## config.mk

```make
export PLATFORM = sky130hd
export DESIGN_NAME = command_frame_builder_crc16
export DESIGN_NICKNAME = d
export VERILOG_FILES = /design/src/rtl/cfb_pkg.sv /design/src/rtl/cfb_front.sv /design/src/rtl/cfb_queue.sv /design/src/rtl/cfb_back.sv /design/src/rtl/command_frame_builder_crc16.sv
export VERILOG_INCLUDE_DIRS = /design/src /design/src/rtl
export SDC_FILE = /design/constraint.sdc
export NUM_CORES = 1
export LEC_CHECK = 0
export BUFFER_PORTS_ARGS = -buffer_cell sky130_fd_sc_hd__buf_4
export CAP_MARGIN = 30
export CORE_UTILIZATION = 60
export DETAILED_ROUTE_END_ITERATION = 7
export PLACE_DENSITY_LB_ADDON = 0.05
export REMOVE_ABC_BUFFERS = 1
export SYNTH_ARGS = -nofsm -noshare
export SYNTH_HDL_FRONTEND = slang
export SYNTH_HIERARCHICAL = 1
export SYNTH_SLANG_ARGS = --single-unit
```

## constraint.sdc

```tcl
create_clock -name clk -period 4.7 [get_ports clk]
set_clock_uncertainty 0.1 [all_clocks]
set_input_delay 0.705 -clock clk [delete_from_list [all_inputs] [get_ports clk]]
set_output_delay 0.705 -clock clk [all_outputs]
set_load 0.005 [all_outputs]
```

## src/rtl/assert_macros.svh

```systemverilog
// Assertion macros for the command frame builder, compiled out under synthesis.
`ifndef ASSERT_MACROS_SVH
`define ASSERT_MACROS_SVH

`ifndef SYNTHESIS

`define CFB_ASSERT(lbl, clk, rst_n, prop, msg) \
  lbl: assert property (@(posedge clk) disable iff (!rst_n) (prop)) else $error(msg);

`define CFB_ASSERT_NEXT(lbl, clk, rst_n, ante, cons, msg) \
  lbl: assert property (@(posedge clk) disable iff (!rst_n) (ante) |=> (cons)) \
    else $error(msg);

`else

`define CFB_ASSERT(lbl, clk, rst_n, prop, msg)

`define CFB_ASSERT_NEXT(lbl, clk, rst_n, ante, cons, msg)

`endif

`endif

```

## src/rtl/cfb_pkg.sv

```systemverilog
// Shared constants, types and the CRC-16 byte update for the command frame builder.
`default_nettype none

package cfb_pkg;

  localparam int MAX_PAYLOAD = 249;
  localparam int REM_W = $clog2(MAX_PAYLOAD + 1);

  localparam logic [15:0] CRC_INIT = 16'hFFFF;
  localparam logic [15:0] CRC_POLY = 16'h8005;
  localparam logic [15:0] CRC_TOP = 16'h8000;

  localparam int QDEPTH = 4;
  localparam int QPTR_W = $clog2(QDEPTH);

  typedef enum logic [1:0] {
    ERR_NONE   = 2'd0,
    ERR_STRAY  = 2'd1,
    ERR_LENGTH = 2'd2
  } err_t;

  typedef enum logic [1:0] {
    KIND_START,
    KIND_DATA,
    KIND_STRAY,
    KIND_LENGTH
  } kind_t;

  typedef struct packed {
    kind_t       kind;
    logic [15:0] cmd;
    logic [15:0] len;
    logic [7:0]  pbyte;
    logic        close;
  } entry_t;

  function automatic logic [15:0] crc_byte(input logic [15:0] crc, input logic [7:0] b);
    logic [15:0] c;
    c = crc ^ {b, 8'h00};
    for (int i = 0; i < 8; i++) begin
      if ((c & CRC_TOP) != 16'h0000) begin
        c = (c << 1) ^ CRC_POLY;
      end else begin
        c = c << 1;
      end
    end
    return c;
  endfunction

endpackage

`default_nettype wire

```

## src/rtl/cfb_front.sv

```systemverilog
// Front end: accepts input words, tracks the open frame and classifies each word.
`default_nettype none

module cfb_front (
  input  wire logic                clk,
  input  wire logic                rst_n,
  input  wire logic                in_valid,
  output logic                     in_stall,
  input  wire logic                in_opcode,
  input  wire logic [15:0]         in_command_code,
  input  wire logic [15:0]         in_payload_length,
  input  wire logic [7:0]          in_payload_byte,
  input  wire logic                q_full,
  output logic                     q_push,
  output cfb_pkg::entry_t          q_entry
);

  logic                      open_r;
  logic                      open_nxt;
  logic [cfb_pkg::REM_W-1:0] rem_r;
  logic [cfb_pkg::REM_W-1:0] rem_nxt;

  assign in_stall = q_full;
  assign q_push = in_valid && !q_full;

  always_comb begin
    open_nxt = open_r;
    rem_nxt = rem_r;
    q_entry.kind = cfb_pkg::KIND_STRAY;
    q_entry.cmd = in_command_code;
    q_entry.len = in_payload_length;
    q_entry.pbyte = in_payload_byte;
    q_entry.close = 1'b0;
    if (!in_opcode) begin
      if (in_payload_length > 16'(cfb_pkg::MAX_PAYLOAD)) begin
        q_entry.kind = cfb_pkg::KIND_LENGTH;
        open_nxt = 1'b0;
        rem_nxt = '0;
      end else begin
        q_entry.kind = cfb_pkg::KIND_START;
        q_entry.close = (in_payload_length == 16'h0000);
        open_nxt = (in_payload_length != 16'h0000);
        rem_nxt = in_payload_length[cfb_pkg::REM_W-1:0];
      end
    end else if (open_r) begin
      q_entry.kind = cfb_pkg::KIND_DATA;
      q_entry.close = (rem_r == cfb_pkg::REM_W'(1));
      rem_nxt = rem_r - cfb_pkg::REM_W'(1);
      if (rem_r == cfb_pkg::REM_W'(1)) begin
        open_nxt = 1'b0;
      end
    end
  end

  always_ff @(posedge clk) begin
    if (!rst_n) begin
      open_r <= 1'b0;
      rem_r <= '0;
    end else if (q_push) begin
      open_r <= open_nxt;
      rem_r <= rem_nxt;
    end
  end

endmodule

`default_nettype wire

```

## src/rtl/cfb_queue.sv

```systemverilog
// Short queue of classified words between the front end and the byte sequencer.
`default_nettype none

module cfb_queue (
  input  wire logic             clk,
  input  wire logic             rst_n,
  input  wire logic             push,
  input  wire cfb_pkg::entry_t  push_entry,
  input  wire logic             pop,
  output cfb_pkg::entry_t       head,
  output logic                  head_valid,
  output logic                  full
);

  cfb_pkg::entry_t            slots_r [cfb_pkg::QDEPTH];
  logic [cfb_pkg::QPTR_W-1:0] wr_ptr_r;
  logic [cfb_pkg::QPTR_W-1:0] rd_ptr_r;
  logic [cfb_pkg::QPTR_W:0]   count_r;
  logic [cfb_pkg::QPTR_W:0]   count_nxt;

  assign head = slots_r[rd_ptr_r];
  assign head_valid = (count_r != '0);
  assign full = (count_r == (cfb_pkg::QPTR_W + 1)'(cfb_pkg::QDEPTH));

  always_comb begin
    count_nxt = count_r;
    if (push && !pop) begin
      count_nxt = count_r + (cfb_pkg::QPTR_W + 1)'(1);
    end else if (pop && !push) begin
      count_nxt = count_r - (cfb_pkg::QPTR_W + 1)'(1);
    end
  end

  always_ff @(posedge clk) begin
    if (push) begin
      slots_r[wr_ptr_r] <= push_entry;
    end
    if (!rst_n) begin
      wr_ptr_r <= '0;
      rd_ptr_r <= '0;
      count_r <= '0;
    end else begin
      if (push) begin
        wr_ptr_r <= wr_ptr_r + cfb_pkg::QPTR_W'(1);
      end
      if (pop) begin
        rd_ptr_r <= rd_ptr_r + cfb_pkg::QPTR_W'(1);
      end
      count_r <= count_nxt;
    end
  end

endmodule

`default_nettype wire

```

## src/rtl/cfb_back.sv

```systemverilog
// Back end: expands each queued word into frame bytes and keeps the running CRC.
`default_nettype none

module cfb_back (
  input  wire logic             clk,
  input  wire logic             rst_n,
  input  wire cfb_pkg::entry_t  head,
  input  wire logic             head_valid,
  output logic                  pop,
  output logic                  out_valid,
  input  wire logic             out_stall,
  output logic [7:0]            out_frame_byte,
  output logic                  out_frame_end,
  output logic                  out_run_last,
  output logic [1:0]            out_error_code
);

  logic [2:0]  step_r;
  logic [15:0] crc_r;
  logic [15:0] crc_nxt;
  logic        valid_r;
  logic [7:0]  byte_r;
  logic        end_r;
  logic        last_r;
  logic [1:0]  err_r;

  logic        fire;
  logic [2:0]  n_data;
  logic [2:0]  final_step;
  logic        in_data;
  logic        crc_hi;
  logic [7:0]  byte_nxt;
  logic        end_nxt;
  logic [1:0]  err_nxt;
  logic [7:0]  data_byte;
  logic [15:0] crc_base;

  assign fire = head_valid && (!valid_r || !out_stall);
  assign n_data = (head.kind == cfb_pkg::KIND_START) ? 3'd4 : 3'd1;
  assign final_step = n_data - 3'd1 + (head.close ? 3'd2 : 3'd0);
  assign in_data = (step_r < n_data);
  assign crc_hi = (step_r == n_data);
  assign pop = fire && (step_r == final_step);

  always_comb begin
    case (step_r)
      3'd0:    data_byte = head.cmd[15:8];
      3'd1:    data_byte = head.cmd[7:0];
      3'd2:    data_byte = head.len[15:8];
      3'd3:    data_byte = head.len[7:0];
      default: data_byte = 8'h00;
    endcase
  end

  always_comb begin
    crc_base = (step_r == 3'd0) ? cfb_pkg::CRC_INIT : crc_r;
    crc_nxt = crc_r;
    byte_nxt = 8'h00;
    end_nxt = 1'b0;
    err_nxt = cfb_pkg::ERR_NONE;
    case (head.kind)
      cfb_pkg::KIND_START, cfb_pkg::KIND_DATA: begin
        if (in_data) begin
          byte_nxt = (head.kind == cfb_pkg::KIND_START) ? data_byte : head.pbyte;
          crc_nxt = cfb_pkg::crc_byte(
              (head.kind == cfb_pkg::KIND_START) ? crc_base : crc_r, byte_nxt);
        end else if (crc_hi) begin
          byte_nxt = crc_r[15:8];
        end else begin
          byte_nxt = crc_r[7:0];
          end_nxt = 1'b1;
          crc_nxt = cfb_pkg::CRC_INIT;
        end
      end
      cfb_pkg::KIND_STRAY: begin
        err_nxt = cfb_pkg::ERR_STRAY;
      end
      cfb_pkg::KIND_LENGTH: begin
        err_nxt = cfb_pkg::ERR_LENGTH;
        crc_nxt = cfb_pkg::CRC_INIT;
      end
      default: begin
        err_nxt = cfb_pkg::ERR_NONE;
      end
    endcase
  end

  always_ff @(posedge clk) begin
    if (fire) begin
      byte_r <= byte_nxt;
      end_r <= end_nxt;
      last_r <= (step_r == final_step);
      err_r <= err_nxt;
    end
    if (!rst_n) begin
      step_r <= 3'd0;
      crc_r <= cfb_pkg::CRC_INIT;
      valid_r <= 1'b0;
    end else begin
      if (fire) begin
        crc_r <= crc_nxt;
        step_r <= pop ? 3'd0 : step_r + 3'd1;
        valid_r <= 1'b1;
      end else if (!out_stall) begin
        valid_r <= 1'b0;
      end
    end
  end

  assign out_valid = valid_r;
  assign out_frame_byte = byte_r;
  assign out_frame_end = end_r;
  assign out_run_last = last_r;
  assign out_error_code = err_r;

endmodule

`default_nettype wire

```

## src/rtl/command_frame_builder_crc16.sv

```systemverilog
// Top level of the command frame builder: front end, word queue and byte sequencer.
// An accepted word is registered in the queue; the sequencer then registers each of its result bytes.
// Throughput: one result byte per cycle while words are queued and out_stall is low; a payload word
// yields one byte, three when it closes the frame, and a start word four, six when its length is zero.
// The input stalls only while the four-entry queue is full. Reset (rst_n low, synchronous)
// empties the queue, closes any frame and sets the CRC to 0xFFFF.
`default_nettype none

`include "assert_macros.svh"

module command_frame_builder_crc16 (
  input  wire logic        clk,
  input  wire logic        rst_n,
  input  wire logic        in_valid,
  output logic             in_stall,
  input  wire logic        in_opcode,
  input  wire logic [15:0] in_command_code,
  input  wire logic [15:0] in_payload_length,
  input  wire logic [7:0]  in_payload_byte,
  output logic             out_valid,
  input  wire logic        out_stall,
  output logic [7:0]       out_frame_byte,
  output logic             out_frame_end,
  output logic             out_run_last,
  output logic [1:0]       out_error_code
);

  logic            q_push;
  logic            q_pop;
  logic            q_full;
  logic            q_valid;
  cfb_pkg::entry_t q_entry;
  cfb_pkg::entry_t q_head;
  logic            end_ok;
  logic            err_ok;

  cfb_front u_front (
    .clk               (clk),
    .rst_n             (rst_n),
    .in_valid          (in_valid),
    .in_stall          (in_stall),
    .in_opcode         (in_opcode),
    .in_command_code   (in_command_code),
    .in_payload_length (in_payload_length),
    .in_payload_byte   (in_payload_byte),
    .q_full            (q_full),
    .q_push            (q_push),
    .q_entry           (q_entry)
  );

  cfb_queue u_queue (
    .clk        (clk),
    .rst_n      (rst_n),
    .push       (q_push),
    .push_entry (q_entry),
    .pop        (q_pop),
    .head       (q_head),
    .head_valid (q_valid),
    .full       (q_full)
  );

  cfb_back u_back (
    .clk            (clk),
    .rst_n          (rst_n),
    .head           (q_head),
    .head_valid     (q_valid),
    .pop            (q_pop),
    .out_valid      (out_valid),
    .out_stall      (out_stall),
    .out_frame_byte (out_frame_byte),
    .out_frame_end  (out_frame_end),
    .out_run_last   (out_run_last),
    .out_error_code (out_error_code)
  );

  assign end_ok = !(out_valid && out_frame_end) || out_run_last;
  assign err_ok = !(out_valid && out_error_code != cfb_pkg::ERR_NONE)
                  || (out_run_last && !out_frame_end && out_frame_byte == 8'h00);

  `CFB_ASSERT(a_end_is_last, clk, rst_n, end_ok, "frame end without run last")
  `CFB_ASSERT(a_err_single, clk, rst_n, err_ok, "flagged result malformed")
  `CFB_ASSERT(a_pop_valid, clk, rst_n, !q_pop || q_valid, "queue popped while empty")
  `CFB_ASSERT_NEXT(a_pop_shows, clk, rst_n, q_pop, out_valid && out_run_last, "run not ended")

endmodule

`default_nettype wire

```

==> qor.yml <==
synthesis:
  syn_area_sq_um: 10000
  synth_cells: 671
  ys.flop_type: "edfxtp_1"
  synth_top_area_frac: 0.551
  synthArstFlopShare: 0
  syn_area_per_cell_sq_um: 14.9
  seq_area_frac_synth: 0.627
  ys_seq_elements: 222
  synth_edf_count: 184
  yosys.area.top_type: "edfxtp_1"
  yosys_warnings: 6
  ys_top_cells_by_area: "edfxtp_1 55%, mux4_2 9.0%, dfxtp_1 7.6%"
  ys_types: 65
pwr:
  p_seq_frac: 0.382
  switching_power_mw: 2.14
  switching_share: 0.317
  p_int_mw: 4.60
  p_leak_nw: 3.82
  comb_power_share: 0.341
  power_density_nw_per_um2: 606
  p_clk_frac: 0.277
  ir_worst_vdd_mv: 0.383
sta:
  fmax_ghz: 0.256
  tns_ns: 0
  period_needed_ns: 3.91
  worst_slack_ns: 0.787
  setup_violations: 0
  finalHoldViolations: 0
  fin_crit_sh: 0.833
  relSlewSlack: 0.330
  slew_violations: 0
  worstMarginPinSlew_ns: 1.01
  rsz0062_at_grt: "false"
worst_hold_path:
  hp-class: "primary input to flop"
  worstHoldStart: "in_command_code[0]"
clocking:
  cts.sinks: 222
  cts_tree: "yes"
  postCtsSetupBuffers: 0
  cts_max_level: 1
  cts_hold_buffers: 0
  clkTransAtPathRegs_ns: 0.06
  root_buffer: "clkbuf_16"
  cts_max_path_buffers: 3
  numCtsBuffers: 23
  cts_resized: 0
  insertion_delay_ns: 0.52
global_route:
  grt_first_pass_wirelength_um: 30900
  antenna_found_initial: 0
  grt_max_degree: 42
  grt_overflow: 0
  grt_use_total: 0.233
  grt_pass1_vias: 5583
worst_setup_path:
  crit_buf_inv: 3
  cp_data_required_time_ns: 5.04
  cp-end-kind: "flop"
  worstPathMaxFanout: 15
  crit_chain: "mux4_2 > or2_1 > buf_4 > ha_1 > nor3_1 > nor2b_1 > inv_1 > ha_1 > inv_1 > fa_1 > xor2_1 > or3_1 > a21boi_0"
  critical_path_class: "flop to flop"
  cp.arrival_ns: 4.25
  cp-start-kind: "flop"
  crit_family: "simple AND/OR/NAND/NOR gates"
  crit_path_top_delay_cell: "mux4_2"
  slowest_delay_ns: 0.65
place:
  globalplace.congestion: 0.914
  port_buffers: 58
  post-dp-hpwl_um: 12900
  place_ws_ns: 0.776
cells_and_area:
  n_antenna_cell: 0
  synthToLayoutAreaGrowth_pct: 10.9
  drive_gt1_frac: 0.242
  nNetsFinal: 754
routing:
  vias_per_cell: 6.13
  vias: 5674
  drt_wl_total_um: 19600
  drc: 0
  wl_per_cell_um: 21.2
  drtIter0Drc: 478
  dr.pass1.iters: 5
  antenna_left: 0
die:
  num_rows: 46
  fp.coreArea_sq_um: 16100
  initial_core_util: 0.622
  die_area_sq_um: 17200
  chipHeight_um: 131
  io_pins: 59
  fp.dieW_um: 131
status:
  outcome: "finished, final reports clean"
job:
  drv_cap: 0
-- cell families (layout without fill, tap and decap cells) --
family	count (synthesis)	count (layout)	share of synthesized area
muxes	49	49	0.104
buffers and inverters	93	132	0.0618
and+or+nand+nor	154	154	0.0840
AOI/OAI and AO/OA	115	115	0.0800
DFF	222	222	0.627
xor gates and xnor gates	22	22	0.0228
adders and majority gates	16	16	0.0207
-- registers in the layout, summed over array words and instances (netlist names), named ones only --
name                   count
u_queue/slots_r          172
u_back/out_valid           1
u_back/step_r              3
u_queue/count_r            3
u_back/out_frame_byte      8
u_back/out_frame_end       1
u_front/open_r             1
u_front/rem_r              8
u_back/out_error_code      2
u_queue/wr_ptr_r           2
u_queue/rd_ptr_r           2
u_back/crc_r              16
u_back/out_run_last        1
-- layer usage --
| layer | vias up | routed length [um] | global-route usage |
|---|---|---|---|
| met5 | - | 0 | 0 |
| met4 | 0 | 443 | 0.0652 |
| met3 | 38 | 981 | 0.0394 |
| met2 | 185 | 9570 | 0.384 |
| met1 | 2855 | 8600 | 0.321 |
| li1 | 2596 | - | - |
-- power groups by stage --
stage | Clock [mW] | Sequential (mW) | Combinational (mW)
4_1_cts | 1.90 | 2.57 | 2.31
5_1_grt | 1.97 | 2.60 | 2.50
6_report | 1.87 | 2.57 | 2.30
2_1_floorplan | 0 | 2.67 | 1.53
3_5_place_dp | 0 | 2.61 | 2.30
3_3_place_gp | 0 | 2.60 | 2.24
-- final timing paths --
check / slack (ns) / depth (start not counted) / to
setup / recovery: 0.79 / 13 / u_queue/count_r[2]
hold / removal: 0.28 / 1 / u_queue/slots_r[2][25]
setup reg to reg: 0.79 / 13 / u_queue/count_r[2]
hold reg to reg: 0.42 / 2 / u_queue/count_r[2]
-- stage by stage --
step / power [mW] / util / cell area, sq um / hold slack [ns] / cells
6_report: 6.74 / 0.690 / 11100 / 0.282 / 926
5_1_grt: 7.06 / 0.690 / 11100 / 0.269 / 926
4_1_cts: 6.78 / 0.690 / 11100 / 0.265 / 926
3_5_place_dp: 4.92 / 0.641 / 10300 / 0.412 / 884
3_3_place_gp: 4.84 / 0.640 / 10300 / 0.386 / 883
2_1_floorplan: 4.20 / - / 9490 / 0.367 / 598
-- cells in the mapped netlist, drive strengths merged (3+ instances only) --
cell type  instances
and2              18
nand3             12
nor3              16
nor2              24
nor2b             16
o21a               4
a211oi            13
clkbuf            16
a21oi             21
or4                9
edfxtp           184
a31oi              7
o211ai             7
o22ai              7
or3                5
xnor2             10
nor4               3
mux4              43
xor2              10
nor3b              4
dfxtp             38
inv               19
nand4              3
nand2b             3
a222oi             7
o31a               4
ha                15
mux2i              6
buf               57
nand2             38
o21ai             30
-- placed cells by master (no fill, tap or decap), drive strengths merged, types with 3 or more instances in the layout --
master / Yosys / routed
o21a: 4 / 4
o211ai: 7 / 7
a21oi: 21 / 21
edfxtp: 184 / 184
buf: 57 / 70
nand4: 3 / 3
nor3: 16 / 16
a31oi: 7 / 7
mux2i: 6 / 6
nand3: 12 / 12
nand2b: 3 / 3
nor2: 24 / 24
mux4: 43 / 43
inv: 19 / 20
nand2: 38 / 38
bufinv: 0 / 4
o22ai: 7 / 7
xor2: 10 / 10
xnor2: 10 / 10
nor3b: 4 / 4
a211oi: 13 / 13
o31a: 4 / 4
ha: 15 / 15
or3: 5 / 5
nor2b: 16 / 16
clkbuf: 16 / 25
o21ai: 30 / 30
a222oi: 7 / 7
dfxtp: 38 / 38
clkinv: 1 / 12
or4: 9 / 9
nor4: 3 / 3
and2: 18 / 18
-- cell type report --
class / instances / area [sq um]
sequential: 222 / 6290
fill: 1090 / 5000
multi-input combinational: 356 / 3130
clock buffer: 25 / 583
timing repair buffer: 70 / 563
tap: 216 / 270
clock inverter: 17 / 205
inverter: 20 / 80.1
Note: power is estimated with default switching activity, not from simulation.
